## src/sv/bgd_pkg.sv

```systemverilog
`default_nettype none

package bgd_pkg;

  localparam int unsigned CfgWidth = 7;
  localparam int unsigned CfgIdxWidth = 3;
  localparam int unsigned IntegWidth = 8;

  typedef enum logic [3:0] {
    PH_IDLE   = 4'd0,
    PH_TOUCH1 = 4'd1,
    PH_GAP1   = 4'd2,
    PH_TOUCH2 = 4'd3,
    PH_GAP2   = 4'd4,
    PH_HELD1  = 4'd5,
    PH_HELD2  = 4'd6,
    PH_LONG1  = 4'd7,
    PH_LONG2  = 4'd8
  } phase_e;

  typedef enum logic [2:0] {
    EV_NONE   = 3'd0,
    EV_PRESS1 = 3'd1,
    EV_CLICK1 = 3'd2,
    EV_LONG1  = 3'd3,
    EV_PRESS2 = 3'd4,
    EV_CLICK2 = 3'd5,
    EV_LONG2  = 3'd6
  } event_e;

  typedef enum logic [CfgIdxWidth-1:0] {
    CFG_PRESS_DEBOUNCE = 3'd0,
    CFG_FIRST_PRESS    = 3'd1,
    CFG_BOUNCE_RELEASE = 3'd2,
    CFG_CLICK_GAP      = 3'd3,
    CFG_DOUBLE_RELEASE = 3'd4,
    CFG_LONG_PRESS     = 3'd5,
    CFG_HOLD_RELEASE   = 3'd6
  } cfg_idx_e;

  localparam logic [CfgWidth-1:0] RstPressDebounce = 7'd8;
  localparam logic [CfgWidth-1:0] RstFirstPress    = 7'd16;
  localparam logic [CfgWidth-1:0] RstBounceRelease = 7'd3;
  localparam logic [CfgWidth-1:0] RstClickGap      = 7'd25;
  localparam logic [CfgWidth-1:0] RstDoubleRelease = 7'd8;
  localparam logic [CfgWidth-1:0] RstLongPress     = 7'd80;
  localparam logic [CfgWidth-1:0] RstHoldRelease   = 7'd10;

  localparam logic signed [IntegWidth:0] IntegMax = 9'sd127;
  localparam logic signed [IntegWidth:0] IntegMin = -9'sd128;

  typedef struct packed {
    logic [CfgWidth-1:0] press_debounce;
    logic [CfgWidth-1:0] first_press;
    logic [CfgWidth-1:0] bounce_release;
    logic [CfgWidth-1:0] click_gap;
    logic [CfgWidth-1:0] double_release;
    logic [CfgWidth-1:0] long_press;
    logic [CfgWidth-1:0] hold_release;
  } cfg_t;

  typedef struct packed {
    phase_e                        phase;
    event_e                        evt;
    logic signed [IntegWidth-1:0]  integ;
  } state_t;

  typedef struct packed {
    phase_e phase;
    event_e evt;
    logic   released;
    logic   touched;
    logic   touched_still;
    logic   single_long;
    logic   double_long;
  } result_t;

endpackage

`default_nettype wire

```

## src/sv/button_gesture_detector_unit.sv

```systemverilog
`default_nettype none

// button gesture detector: takes one item per clock, either a sample tick
// carrying the raw button level (opcode 0) or an end-of-frame mark (opcode 1)
// that clears the latched event. each accepted sample tick updates the gesture
// phase, the latched event and the saturating integrator in the cycle it is
// accepted, and every item's result (phase, event and query flags) shows up in
// the output register on the next cycle. sustained rate is one item per
// cycle; the state update and the one-deep output register set that
// figure, and input is only held off while a result sits untaken.
// thresholds: seven 7-bit registers on the plain write port (index 0..6);
// the user must write them only while no item is in flight; not enforced here.
module button_gesture_detector_unit (
  input  wire logic                              clk_i,
  input  wire logic                              rst_ni,
  // configuration write port
  input  wire logic                              cfg_we_i,
  input  wire logic [bgd_pkg::CfgIdxWidth-1:0]   cfg_index_i,
  input  wire logic [bgd_pkg::CfgWidth-1:0]      cfg_data_i,
  // input item channel
  input  wire logic                              in_valid_i,
  output logic                                   in_ready_o,
  input  wire logic                              opcode_i,
  input  wire logic                              level_i,
  // result item channel
  output logic                                   out_valid_o,
  input  wire logic                              out_ready_i,
  output logic [3:0]                             phase_o,
  output logic [2:0]                             event_res_o,
  output logic                                   released_o,
  output logic                                   touched_o,
  output logic                                   touched_still_o,
  output logic                                   single_long_o,
  output logic                                   double_long_o
);

  bgd_pkg::cfg_t    cfg;
  bgd_pkg::state_t  st_q, st_d;
  bgd_pkg::result_t res_q, res_d;
  logic             out_valid_q, out_valid_d;
  logic             in_fire;

  // threshold registers
  bgd_cfg u_cfg (
    .clk_i       (clk_i),
    .rst_ni      (rst_ni),
    .cfg_we_i    (cfg_we_i),
    .cfg_index_i (cfg_index_i),
    .cfg_data_i  (cfg_data_i),
    .cfg_o       (cfg)
  );

  // one-item update of the gesture state and result flags
  bgd_step u_step (
    .opcode_i (opcode_i),
    .level_i  (level_i),
    .cfg_i    (cfg),
    .st_i     (st_q),
    .st_o     (st_d),
    .res_o    (res_d)
  );

  // take a new item whenever the result slot is empty or being drained
  assign in_ready_o = !out_valid_q || out_ready_i;
  assign in_fire    = in_valid_i && in_ready_o;

  always_comb begin
    out_valid_d = out_valid_q;
    if (in_fire) begin
      out_valid_d = 1'b1;
    end else if (out_ready_i) begin
      out_valid_d = 1'b0;
    end
  end

  // gesture state, cleared by reset
  always_ff @(posedge clk_i or negedge rst_ni) begin
    if (!rst_ni) begin
      st_q.phase  <= bgd_pkg::PH_IDLE;
      st_q.evt    <= bgd_pkg::EV_NONE;
      st_q.integ  <= '0;
      out_valid_q <= 1'b0;
    end else begin
      out_valid_q <= out_valid_d;
      if (in_fire) begin
        st_q <= st_d;
      end
    end
  end

  // result payload register, no reset needed
  always_ff @(posedge clk_i) begin
    if (in_fire) begin
      res_q <= res_d;
    end
  end

  assign out_valid_o     = out_valid_q;
  assign phase_o         = res_q.phase;
  assign event_res_o     = res_q.evt;
  assign released_o      = res_q.released;
  assign touched_o       = res_q.touched;
  assign touched_still_o = res_q.touched_still;
  assign single_long_o   = res_q.single_long;
  assign double_long_o   = res_q.double_long;

  // end of frame drops the latched event
  a_eof_clears_event: assert property (@(posedge clk_i) disable iff (!rst_ni)
    in_fire && opcode_i |=> st_q.evt == bgd_pkg::EV_NONE)
    else $error("end of frame did not clear the latched event");

  // end of frame leaves phase and integrator alone
  a_eof_keeps_phase: assert property (@(posedge clk_i) disable iff (!rst_ni)
    in_fire && opcode_i |=> st_q.phase == $past(st_q.phase) && st_q.integ == $past(st_q.integ))
    else $error("end of frame disturbed phase or integrator");

  // every phase change restarts the integrator
  a_phase_change_clears_integ: assert property (@(posedge clk_i) disable iff (!rst_ni)
    in_fire && (st_d.phase != st_q.phase) |=> st_q.integ == '0)
    else $error("integrator not cleared on phase change");

  // a shown result carries the phase just stored
  a_result_matches_state: assert property (@(posedge clk_i) disable iff (!rst_ni)
    in_fire |=> phase_o == st_q.phase && event_res_o == st_q.evt)
    else $error("result register out of step with gesture state");

endmodule

`default_nettype wire

```

## src/sv/bgd_cfg.sv

```systemverilog
`default_nettype none

module bgd_cfg (
  input  wire logic                              clk_i,
  input  wire logic                              rst_ni,
  input  wire logic                              cfg_we_i,
  input  wire logic [bgd_pkg::CfgIdxWidth-1:0]   cfg_index_i,
  input  wire logic [bgd_pkg::CfgWidth-1:0]      cfg_data_i,
  output bgd_pkg::cfg_t                          cfg_o
);

  bgd_pkg::cfg_t cfg_q;

  always_ff @(posedge clk_i or negedge rst_ni) begin
    if (!rst_ni) begin
      cfg_q.press_debounce <= bgd_pkg::RstPressDebounce;
      cfg_q.first_press    <= bgd_pkg::RstFirstPress;
      cfg_q.bounce_release <= bgd_pkg::RstBounceRelease;
      cfg_q.click_gap      <= bgd_pkg::RstClickGap;
      cfg_q.double_release <= bgd_pkg::RstDoubleRelease;
      cfg_q.long_press     <= bgd_pkg::RstLongPress;
      cfg_q.hold_release   <= bgd_pkg::RstHoldRelease;
    end else if (cfg_we_i) begin
      unique case (cfg_index_i)
        bgd_pkg::CFG_PRESS_DEBOUNCE: cfg_q.press_debounce <= cfg_data_i;
        bgd_pkg::CFG_FIRST_PRESS:    cfg_q.first_press    <= cfg_data_i;
        bgd_pkg::CFG_BOUNCE_RELEASE: cfg_q.bounce_release <= cfg_data_i;
        bgd_pkg::CFG_CLICK_GAP:      cfg_q.click_gap      <= cfg_data_i;
        bgd_pkg::CFG_DOUBLE_RELEASE: cfg_q.double_release <= cfg_data_i;
        bgd_pkg::CFG_LONG_PRESS:     cfg_q.long_press     <= cfg_data_i;
        bgd_pkg::CFG_HOLD_RELEASE:   cfg_q.hold_release   <= cfg_data_i;
        default: ;  // unused index, write dropped
      endcase
    end
  end

  assign cfg_o = cfg_q;

endmodule

`default_nettype wire

```

## src/sv/bgd_step.sv

```systemverilog
`default_nettype none

module bgd_step (
  input  wire logic     opcode_i,
  input  wire logic     level_i,
  input  wire bgd_pkg::cfg_t   cfg_i,
  input  wire bgd_pkg::state_t st_i,
  output bgd_pkg::state_t st_o,
  output bgd_pkg::result_t res_o
);

  localparam int unsigned W = bgd_pkg::IntegWidth + 1;

  logic signed [W-1:0] sum;
  logic signed [W-1:0] integ;
  logic signed [W-1:0] deb, first, lng;
  logic signed [W-1:0] neg_bounce, neg_gap, neg_dbl, neg_hold;

  // thresholds widened to a common signed compare width
  always_comb begin
    deb        = $signed({{(W-bgd_pkg::CfgWidth){1'b0}}, cfg_i.press_debounce});
    first      = $signed({{(W-bgd_pkg::CfgWidth){1'b0}}, cfg_i.first_press});
    lng        = $signed({{(W-bgd_pkg::CfgWidth){1'b0}}, cfg_i.long_press});
    neg_bounce = -$signed({{(W-bgd_pkg::CfgWidth){1'b0}}, cfg_i.bounce_release});
    neg_gap    = -$signed({{(W-bgd_pkg::CfgWidth){1'b0}}, cfg_i.click_gap});
    neg_dbl    = -$signed({{(W-bgd_pkg::CfgWidth){1'b0}}, cfg_i.double_release});
    neg_hold   = -$signed({{(W-bgd_pkg::CfgWidth){1'b0}}, cfg_i.hold_release});
  end

  // saturating up/down step
  always_comb begin
    sum = $signed({st_i.integ[bgd_pkg::IntegWidth-1], st_i.integ})
          + (level_i ? 9'sd1 : -9'sd1);
    if (sum > bgd_pkg::IntegMax) begin
      integ = bgd_pkg::IntegMax;
    end else if (sum < bgd_pkg::IntegMin) begin
      integ = bgd_pkg::IntegMin;
    end else begin
      integ = sum;
    end
  end

  // next state
  always_comb begin
    st_o = st_i;
    if (opcode_i) begin
      st_o.evt = bgd_pkg::EV_NONE;
    end else begin
      st_o.integ = integ[bgd_pkg::IntegWidth-1:0];
      unique case (st_i.phase)
        bgd_pkg::PH_IDLE: begin
          if (integ < 0) begin
            st_o.integ = '0;
          end else if (integ == deb) begin
            st_o.phase = bgd_pkg::PH_TOUCH1;
            st_o.integ = '0;
          end
        end
        bgd_pkg::PH_TOUCH1: begin
          if (integ == first) begin
            st_o.phase = bgd_pkg::PH_HELD1;
            st_o.integ = '0;
            st_o.evt   = bgd_pkg::EV_PRESS1;
          end else if (integ == neg_bounce) begin
            st_o.phase = bgd_pkg::PH_GAP1;
            st_o.integ = '0;
          end
        end
        bgd_pkg::PH_GAP1: begin
          if (integ == deb) begin
            st_o.phase = bgd_pkg::PH_TOUCH2;
            st_o.integ = '0;
          end else if (integ == neg_gap) begin
            st_o.phase = bgd_pkg::PH_IDLE;
            st_o.integ = '0;
            st_o.evt   = bgd_pkg::EV_CLICK1;
          end
        end
        bgd_pkg::PH_TOUCH2: begin
          if (integ == deb) begin
            st_o.phase = bgd_pkg::PH_HELD2;
            st_o.integ = '0;
            st_o.evt   = bgd_pkg::EV_PRESS2;
          end else if (integ == neg_bounce) begin
            st_o.phase = bgd_pkg::PH_GAP2;
            st_o.integ = '0;
          end
        end
        bgd_pkg::PH_GAP2: begin
          if (integ == deb) begin
            st_o.phase = bgd_pkg::PH_HELD2;
            st_o.integ = '0;
          end else if (integ == neg_dbl) begin
            st_o.phase = bgd_pkg::PH_IDLE;
            st_o.integ = '0;
            st_o.evt   = bgd_pkg::EV_CLICK2;
          end
        end
        bgd_pkg::PH_HELD1: begin
          if (integ > lng) begin
            st_o.phase = bgd_pkg::PH_LONG1;
            st_o.integ = '0;
            st_o.evt   = bgd_pkg::EV_LONG1;
          end else if (integ == neg_hold) begin
            st_o.phase = bgd_pkg::PH_IDLE;
            st_o.integ = '0;
          end
        end
        bgd_pkg::PH_HELD2: begin
          if (integ > lng) begin
            st_o.phase = bgd_pkg::PH_LONG2;
            st_o.integ = '0;
            st_o.evt   = bgd_pkg::EV_LONG2;
          end else if (integ == neg_hold) begin
            st_o.phase = bgd_pkg::PH_IDLE;
            st_o.integ = '0;
          end
        end
        bgd_pkg::PH_LONG1, bgd_pkg::PH_LONG2: begin
          // drift while held long is dropped
          if (integ > 0) begin
            st_o.integ = '0;
          end else if (integ == neg_hold) begin
            st_o.phase = bgd_pkg::PH_IDLE;
            st_o.integ = '0;
          end
        end
        default: begin
          st_o.phase = bgd_pkg::PH_IDLE;
          st_o.integ = '0;
        end
      endcase
    end
  end

  // query flags from the updated state
  always_comb begin
    res_o.phase    = st_o.phase;
    res_o.evt      = st_o.evt;
    res_o.released = (st_o.phase == bgd_pkg::PH_IDLE) && (st_o.evt == bgd_pkg::EV_NONE);
    res_o.touched  = (st_o.evt == bgd_pkg::EV_PRESS1) || (st_o.evt == bgd_pkg::EV_CLICK1) ||
                     (st_o.evt == bgd_pkg::EV_PRESS2) || (st_o.evt == bgd_pkg::EV_CLICK2);
    res_o.touched_still = res_o.touched ||
                          (st_o.phase == bgd_pkg::PH_HELD1) ||
                          (st_o.phase == bgd_pkg::PH_HELD2) ||
                          (st_o.phase == bgd_pkg::PH_LONG1) ||
                          (st_o.phase == bgd_pkg::PH_LONG2);
    res_o.single_long = (st_o.evt == bgd_pkg::EV_LONG1) || (st_o.phase == bgd_pkg::PH_LONG1);
    res_o.double_long = (st_o.evt == bgd_pkg::EV_LONG2) || (st_o.phase == bgd_pkg::PH_LONG2);
  end

endmodule

`default_nettype wire
```

## config.mk

```make
export PLATFORM = sky130hd
export DESIGN_NAME = button_gesture_detector_unit
export DESIGN_NICKNAME = d
export VERILOG_FILES = /design/src/sv/bgd_pkg.sv /design/src/sv/button_gesture_detector_unit.sv /design/src/sv/bgd_cfg.sv /design/src/sv/bgd_step.sv
export SDC_FILE = /design/constraint.sdc
export NUM_CORES = 1
export LEC_CHECK = 0
export ABC_AREA = 1
export BUFFER_PORTS_ARGS = -buffer_cell sky130_fd_sc_hd__clkbuf_2
export CORE_MARGIN = 1.5
export CORE_UTILIZATION = 30
export DETAILED_ROUTE_END_ITERATION = 6
export PLACE_DENSITY_LB_ADDON = 0.15
export SLEW_MARGIN = 20
export SYNTH_ARGS = -nofsm -noshare
export SYNTH_HDL_FRONTEND = slang
export SYNTH_SLANG_ARGS = --single-unit
```

## constraint.sdc

```tcl
create_clock -name clk_i -period 7.95 [get_ports clk_i]
set_clock_uncertainty 0.05 [all_clocks]
set_input_delay 1.59 -clock clk_i [delete_from_list [all_inputs] [get_ports clk_i]]
set_output_delay 1.59 -clock clk_i [all_outputs]
set_load 0.02 [all_outputs]
```

==> impl_metrics.tcl, run 1 <==
set metrics [dict create \
    finalHoldViolCount 0 \
    status "completed" \
    port-buffer-count 30 \
    holdCritPathClass "register to register" \
    crit_arrival_ns 6.07 \
    cp_max_fo 53 \
    num_vias 5830 \
    cts-htree-levels 3 \
    viasPerCell 4.71 \
    syn_area_sq_mm 0.00607 \
    grt_overflow 0 \
    grt_max_degree 66 \
    synth_top_area_cell "dfrtp_1" \
    path_buf_inv 3 \
    crit_top_cell "nand2_1" \
    post_cts_buffers 0 \
    period_needed_ns 6.02 \
    core_sq_mm 0.0197 \
    critPathKind "input pin to register" \
    start_util_pct 30.9 \
    yosys_warnings 0 \
    clk_path_buf_depth 2 \
    peakVddDrop_v 0.000163 \
    rsz0062_at_grt "no" \
    nets 1005 \
    clk_latency_ns 0.35 \
    maxSlewViolCount 0 \
    ys_seq_area_share_pct 33.0 \
    clk_pin_slew_ns 0.07 \
    dpl_cell_area_sq_mm 0.00645 \
    fillers 2232 \
    synth_edf_count 12 \
    p_sw_share_pct 54.1 \
    worst_setup_path_start_kind "input pin" \
    cts.sinks 77 \
    row_count 51 \
    ant_nets 0 \
    final_area_sq_mm 0.00676 \
    tns_ns 0 \
    p_switching_w 0.00151 \
    synth_top_area_share_pct 21.9 \
    synth_cells 945 \
    cap_violations 0 \
    pin_count 31 \
    drc 0 \
    power.leakage_nw 3.65 \
    combPwrFrac_pct 63.8 \
    first_iter_violations 460 \
    synth_ff_type "dfrtp_1" \
    final_core_utilization_pct 34.4 \
    cp-end-kind "register" \
    p_per_area_mw_per_mm2 414 \
    die_y_um 145 \
    setup_viol 0 \
    hpwl_um 13700 \
    grt_pass1_vias 5324 \
    synth.avg_cell_area_sq_um 6.42 \
    grt_pass1_wl_um 29300 \
    cts_tree "done" \
    die_x_um 145 \
    ctsResizeCount 0 \
    wire_per_inst_um 14.7 \
    yosysMostFrequentCell "nand2_1" \
    fin_crit_sh_pct 75.8 \
    antenna_found_initial 0 \
    dr.pass1.iters 5 \
    synthToLayoutAreaGrowth_pct 11.3 \
    cts-root-buf "clkbuf_16" \
    power_frac_clock_pct 15.4 \
    worst_slack_ns 1.93 \
    fmax_mhz 166 \
    holdBufCountCts 0 \
    seq_area_sq_mm 0.00200 \
    routabilityCongestion 0.877 \
    tightest_slew_ns 0.860 \
    cpPeakStageDelay_ns 0.48 \
    antennaDiodeCount 0 \
    critPathSlowestCell "nand3_4" \
    route.final.wire_length_um 18200 \
    multi_input_area_sq_mm 0.00340 \
    relSlewSlack_pct 42.7 \
    crit_required_ns 8.00 \
    cp_top_family "simple AND/OR/NAND/NOR gates" \
    p_seq_share_pct 20.8 \
    yosys-top-cells-count "nand2_1 (317), inv_1 (138), nand3_1 (102)" \
    synth_cell_types 42 \
    synth_nets 982 \
    pre_cts_ws_ns 1.56 \
    ys_seq_elements 77 \
    grt_use_total_pct 17.7 \
    die_area_sq_mm 0.0211 \
    async_flop_share_pct 84.4 \
    layout-drive-gt1-share_pct 10.3 \
    intPower_w 0.00129 \
    numCtsBuffers 9 \
    synth_area_leaders "dfrtp_1 (22%), nand2_1 (20%), inv_1 (8.5%)" \
]
[path summary, 6_finish.rpt]
check / cells after the start / to / slack, ns / startpoint
min in group asynchronous: 2 / u_cfg.cfg_o[14] / 1.38 / rst_ni
worst min register to register: 2 / u_cfg.cfg_o[11] / 0.44 / u_cfg.cfg_o[11]
worst max-delay path: 28 / touched_still_o / 1.93 / level_i
worst min-delay path: 2 / u_cfg.cfg_o[11] / 0.44 / u_cfg.cfg_o[11]
worst max register to register: 29 / touched_still_o / 2.81 / st_q[0]
max in group asynchronous: 2 / st_q[3] / 5.91 / rst_ni
[registers in the layout, summed over array words and instances, names as in the netlist]
register,count
double_long_o,1
event_res_o,3
out_valid_o,1
phase_o,4
released_o,1
single_long_o,1
st_q,15
touched_o,1
touched_still_o,1
u_cfg.cfg_o,49
[stage by stage]
stage | hold slack, ns | std cells | total power (W)
6_report | 0.441 | 1238 | 0.00280
5_1_grt | 0.461 | 1238 | 0.00308
4_1_cts | 0.445 | 1238 | 0.00281
3_5_place_dp | 0.431 | 1222 | 0.00236
3_3_place_gp | 0.420 | 1222 | 0.00237
2_1_floorplan | 0.403 | 945 | 0.00192
[placed cells by master (no fill, tap or decap), types with 15 or more instances in the layout]
cell type	synthesis	routed
nand2_2	16	16
nand3_1	102	102
dfrtp_1	53	53
nor2_1	80	80
nand4_1	15	15
nand2_1	317	317
clkbuf_2	0	29
a21oi_1	16	16
inv_1	138	138
ha_1	19	19
o21ai_0	70	70
[cells by family (layout without fill, tap and decap cells)]
group / after synthesis / in the layout / synth area share (%)
compound gates: 106 / 106 / 9.75
xor+xnor: 10 / 10 / 1.44
fa+ha+maj: 20 / 20 / 4.25
buf+inv: 166 / 194 / 10.9
flops: 77 / 77 / 33.0
simple gates: 566 / 566 / 40.6
[power groups by stage]
stage	Sequential, W	Clock, W	Combinational (W)
floorplan	0.000569	0	0.00135
global placement	0.000590	0	0.00178
detailed placement	0.000589	0	0.00177
CTS	0.000582	0.000449	0.00178
global route	0.000594	0.000461	0.00202
finish	0.000582	0.000431	0.00179
[worst register-to-register path, delay by kind of cell (launching register included)]
| kind | cells | cell delay [ns] |
|---|---|---|
| simple gates | 19 | 2.77 |
| fa+ha+maj | 2 | 0.62 |
| compound gates | 4 | 0.47 |
| buf+inv | 4 | 0.57 |
| flops | 1 | 0.42 |
[cell type report]
type / count / share of cell area [%]
timing repair buffer: 31 / 2.33
multi-input combinational: 702 / 50.4
clock inverter: 7 / 1.20
sequential: 77 / 29.6
tap: 265 / 4.91
inverter: 147 / 8.21
clock buffer: 9 / 3.33
[layer usage]
layer	track usage, %	vias up	share of wire (%)	routed length (um)
met5	0	-	0	0
met4	5.61	0	1.7	304
met3	2.96	16	3.4	618
met2	28.5	123	45	8130
met1	24.2	2614	50	9100
li1	-	3077	-	-
Note: power is estimated with default switching activity, not from simulation.
==> inputs of run 2 (changes only) <==
clock period = 5.8 ns   (was 7.95 ns; I/O delays follow)
==> run 2 against run 1 <==
Effect of this change:
- clock power up 42%
- register-to-register slack worse by 1.5 ns
- flip-flop and latch count unchanged
- sequential power up 37%
- setup slack worse by 1.2 ns
- cell count up 0.81%
- critical path type unchanged
- largest cell class unchanged
- largest power group unchanged
==> impl_metrics.tcl, run 2 (synthesized netlist as in run 1, its figures left out) <==
set metrics [dict create \
    crit_cells 28 \
    dp.cells 1232 \
    synthToLayoutAreaGrowth_pct 12.7 \
    clk_latency_ns 0.36 \
    cts.sinks 77 \
    die_x_um 145 \
    grt_pass1_wl_um 30300 \
    holdCritPathClass "register to register" \
    p_per_area_mw_per_mm2 583 \
    crit_arrival_ns 5.09 \
    nets 1015 \
    holdBufCountCts 0 \
    cap_violations 0 \
    core_sq_mm 0.0197 \
    post_cts_buffers 0 \
    row_count 51 \
    hpwl_um 14100 \
    grt_max_degree 66 \
    crit_top_cell "nand2_1" \
    num_vias 5938 \
    routabilityCongestion 0.858 \
    die_area_sq_mm 0.0211 \
    cts_tree "done" \
    fillers 2268 \
    wl_met1_um 9080 \
    cp_top_family "simple AND/OR/NAND/NOR gates" \
    antenna_found_initial 0 \
    fin_crit_sh_pct 86.8 \
    top_layer "met4" \
    crit_required_ns 5.85 \
    critPathKind "input pin to register" \
    peakVddDrop_v 0.000316 \
    cts-htree-levels 3 \
    worst_setup_path_start_kind "input pin" \
    clk_pin_slew_ns 0.07 \
    finalHoldViolCount 0 \
    pin_count 31 \
    route.final.wire_length_um 18600 \
    die_y_um 145 \
    setup_viol 0 \
    reg2regPathDepth 26 \
    tightest_slew_ns 0.868 \
    path_buf_inv 3 \
    grt_pass1_vias 5586 \
    final_core_utilization_pct 34.8 \
    start_util_pct 30.9 \
    cts-root-buf "clkbuf_16" \
    total_power_w 0.00399 \
    stdcell_count 1248 \
    layout.cells.most_common_list "nand2_1 (317), inv_1 (138), nand3_1 (102), nor2_1 (80), o21ai_0 (70)" \
    whs_ns 0.441 \
    antennaDiodeCount 0 \
    rsz0062_at_grt "no" \
    grt_use_total_pct 18.3 \
    fmax_mhz 199 \
    wl_met2_um 8190 \
    first_iter_violations 455 \
    relSlewSlack_pct 41.7 \
    cpPeakStageDelay_ns 0.34 \
    worstHoldPathCells 2 \
    power.leakage_nw 3.70 \
    port-buffer-count 30 \
    ant_nets 0 \
    tns_ns 0 \
    cp_max_fo 18 \
    maxSlewViolCount 0 \
    dr.pass1.iters 6 \
    wl_met3_um 895 \
    layout-drive-gt1-share_pct 11.2 \
    grt_overflow 0 \
    status "completed" \
    wire_per_inst_um 14.9 \
    period_needed_ns 5.04 \
    cp-end-kind "register" \
    final_common_cell "nand2_1" \
    viasPerCell 4.76 \
    numCtsBuffers 9 \
    drc 0 \
    critPathSlowestCell "ha_1" \
    clk_path_buf_depth 2 \
    ctsResizeCount 0 \
    largest_register_ffs 49 \
]
## run 2: worst paths after layout
| kind | end | slack (ns) | start |
|---|---|---|---|
| worst min-delay path | u_cfg.cfg_o[13] | 0.44 | u_cfg.cfg_o[13] |
| min in group asynchronous | u_cfg.cfg_o[15] | 0.94 | rst_ni |
| max in group asynchronous | st_q[1] | 4.17 | rst_ni |
| worst min register to register | u_cfg.cfg_o[13] | 0.44 | u_cfg.cfg_o[13] |
| worst max register to register | touched_still_o | 1.29 | st_q[0] |
| worst max-delay path | touched_still_o | 0.76 | level_i |
## run 2: stage by stage
step	cell area [sq um]	setup slack, ns
after floorplan	6070	1.14
after global placement	6520	0.507
after detailed placement	6520	0.421
after CTS	6840	0.784
after global routing	6840	0.249
final	6840	0.764
## run 2: layer usage
metal	vias to the layer above	track usage [%]
met3	30	3.14
met4	0	6.17
met5	-	0
met2	164	28.5
met1	2650	25.5
li1	3094	-
## run 2: power breakdown
part / leakage (nW) / total (W) / internal, W / switching (W)
Sequential: 0.918 / 0.000796 / 0.000685 / 0.000111
Combinational: 2.63 / 0.00258 / 0.000825 / 0.00176
Clock: 0.156 / 0.000611 / 0.000354 / 0.000257
## run 2: area by class of cell
| type | instances | area (sq um) | area share (%) |
|---|---|---|---|
| multi-input cells | 702 | 3400 | 49.8 |
| flip-flops and latches | 77 | 2000 | 29.3 |
| inverters | 147 | 554 | 8.10 |
| well taps | 265 | 332 | 4.85 |
| clock buffers | 10 | 239 | 3.49 |
| repair buffers | 41 | 233 | 3.40 |
| clock inverters | 6 | 76.3 | 1.12 |
## run 2: worst reg2reg max path, delay by kind of cell (launching register included)
family,cells,cell delay (ns)
AND/OR/NAND/NOR,16,1.94
adder cells (fa/ha/maj),2,0.75
buffers and inverters,4,0.54
AO/OA/AOI/OAI,4,0.53
flip-flops,1,0.44
==> inputs of run 3 (changes only) <==
SYNTH_HIERARCHICAL = 1   (was unset)
==> run 3 against run 2 <==
Effect of this change:
- flip-flop and latch count unchanged
- sequential power up 1%
- setup slack worse by 0.013 ns
- via count rose by 1.2%
- count of clock-buffer cells in the layout did not move
- maximum frequency is 0.26% lower
- global-route usage fell by 0.40 points
==> impl_metrics.tcl, run 3 <==
set metrics [dict create \
    finalHoldViolCount 0 \
    nets 1057 \
    crit_arrival_ns 5.09 \
    start_util_pct 30.5 \
    grt_overflow 0 \
    row_count 53 \
    cpPeakStageDelay_ns 0.49 \
    grt_max_degree 66 \
    fin_crit_sh_pct 87.1 \
    worst_setup_path_start_kind "input pin" \
    viasPerCell 4.62 \
    synth_nets 1030 \
    num_vias 6011 \
    synthToLayoutAreaGrowth_pct 10.1 \
    synth_cells 993 \
    tightest_slew_ns 0.878 \
    ys_seq_area_share_pct 31.3 \
    holdCritPathClass "register to register" \
    yosys_warnings 6 \
    antennaDiodeCount 0 \
    synth_top_area_share_pct 23.9 \
    grt_use_total_pct 17.9 \
    dr.pass1.iters 5 \
    rsz0062_at_grt "no" \
    dp.cells 1284 \
    core_sq_mm 0.0210 \
    synth_area_leaders "nand2_1 (24%), dfrtp_1 (21%), nand3_1 (8.7%)" \
    synth_ff_type "dfrtp_1" \
    antenna_found_initial 0 \
    drc 0 \
    grt_pass1_vias 5598 \
    power.leakage_nw 3.88 \
    fmax_mhz 198 \
    pin_count 31 \
    crit_top_cell "nand2_1" \
    status "completed" \
    synth.avg_cell_area_sq_um 6.43 \
    crit_required_ns 5.84 \
    p_per_area_mw_per_mm2 564 \
    yosys-top-cells-count "nand2_1 (406), inv_1 (116), nand3_1 (111)" \
    yosysMostFrequentCell "nand2_1" \
    syn_area_sq_mm 0.00639 \
    cap_violations 0 \
    synth_cell_types 45 \
    critPathSlowestCell "fa_1" \
    clk_path_buf_depth 2 \
    cp_max_fo 12 \
    synth_edf_count 12 \
    stdcell_count 1300 \
    cp-end-kind "register" \
    relSlewSlack_pct 41.4 \
    fillers 2392 \
    routabilityCongestion 0.914 \
    tns_ns 0 \
    critPathKind "input pin to register" \
    grt_pass1_wl_um 30800 \
    ys_seq_elements 77 \
    port-buffer-count 30 \
    whs_ns 0.420 \
    period_needed_ns 5.05 \
    async_flop_share_pct 84.4 \
    numCtsBuffers 9 \
    largest_register_ffs 49 \
    die_area_sq_mm 0.0222 \
    final_common_cell "nand2_1" \
    holdBufCountCts 0 \
    ant_nets 0 \
    clk_pin_slew_ns 0.06 \
    route.final.wire_length_um 19000 \
    wire_per_inst_um 14.6 \
    first_iter_violations 341 \
    cts_tree "done" \
    peakVddDrop_v 0.000226 \
    synth_top_area_cell "nand2_1" \
    cts.sinks 77 \
    clk_latency_ns 0.35 \
    layout-drive-gt1-share_pct 12.6 \
    maxSlewViolCount 0 \
    cts-htree-levels 3 \
    die_y_um 149 \
    cts-root-buf "clkbuf_16" \
    post_cts_buffers 0 \
    setup_viol 0 \
    ctsResizeCount 0 \
    die_x_um 149 \
    hpwl_um 14500 \
    layout.cells.most_common_list "nand2_1 (406), inv_1 (116), nand3_1 (111), nor2_1 (78), dfrtp_1 (53)" \
    final_core_utilization_pct 33.6 \
]
## run 3: changes by cell type after synthesis, sizes merged, moves of 7 or more
cell / previous run / this run
nor2: 81 / 88
clkbuf: 13 / 3
a32o: 8 / 0
nand3: 108 / 123
a21oi: 16 / 25
nand4: 16 / 7
nand2: 336 / 431
o21ai: 74 / 24
inv: 146 / 122
buf: 6 / 23
## run 3: routing by layer
metal / routed length [um] / up-vias / global-route usage [%]
met5: 0 / - / 0
met4: 248 / 0 / 4.31
met3: 642 / 18 / 2.48
met2: 8420 / 95 / 28.2
met1: 9710 / 2725 / 25.7
li1: - / 3173 / -
## run 3: metrics by stage
| stage | setup slack, ns | power [W] | instance area [sq um] |
|---|---|---|---|
| floorplan | 0.955 | 0.00281 | 6390 |
| global placement | 0.465 | 0.00346 | 6760 |
| detailed placement | 0.366 | 0.00345 | 6760 |
| CTS | 0.754 | 0.00400 | 7030 |
| global route | 0.292 | 0.00437 | 7030 |
| finish | 0.751 | 0.00396 | 7030 |
## run 3: report_power, final
part	switching [W]	leakage, nW	internal (W)	total (W)
sequential	0.000122	0.921	0.000685	0.000807
clock	0.000241	0.129	0.000293	0.000534
combinational	0.00176	2.83	0.000863	0.00262
## run 3: worst paths after layout
| path | startpoint | endpoint | slack [ns] | cells past startpoint |
|---|---|---|---|---|
| max | level_i | touched_still_o | 0.75 | 29 |
| min | u_cfg/cfg_o[11] | u_cfg/cfg_o[11] | 0.42 | 2 |
| max reg2reg | st_q[0] | touched_still_o | 1.32 | 27 |
| min reg2reg | u_cfg/cfg_o[11] | u_cfg/cfg_o[11] | 0.42 | 2 |
| max in group asynchronous | rst_ni | st_q[6] | 4.17 | 2 |
| min in group asynchronous | rst_ni | u_cfg/cfg_o[35] | 0.96 | 2 |
## run 3: layout make-up
class                           instances  area (sq um)  share of cell area, %
Inverter                              124           467                   6.63
Tap cell                              275           344                   4.89
Timing Repair Buffer                   42           240                   3.42
Clock inverter                          6          46.3                  0.658
Sequential cell                        77          2000                   28.5
Multi-Input combinational cell        766          3710                   52.7
Clock buffer                           10           229                   3.26
## run 3: logic make-up (layout without fill, tap and decap cells)
logic type	after synthesis	count (layout)	share of synthesized area, %
simple gates	672	672	46.6
compound gates	61	61	5.47
flops	77	77	31.3
xor+xnor	13	13	1.90
buf+inv	150	182	10.6
fa+ha+maj	20	20	4.04
## run 3: worst max-delay path, delay by kind of cell
family	cells	cell delay [ns]
and+or+nand+nor	17	1.92
AOI/OAI and AO/OA	5	0.61
adders and majority gates	2	0.83
buffers and inverters	5	0.56
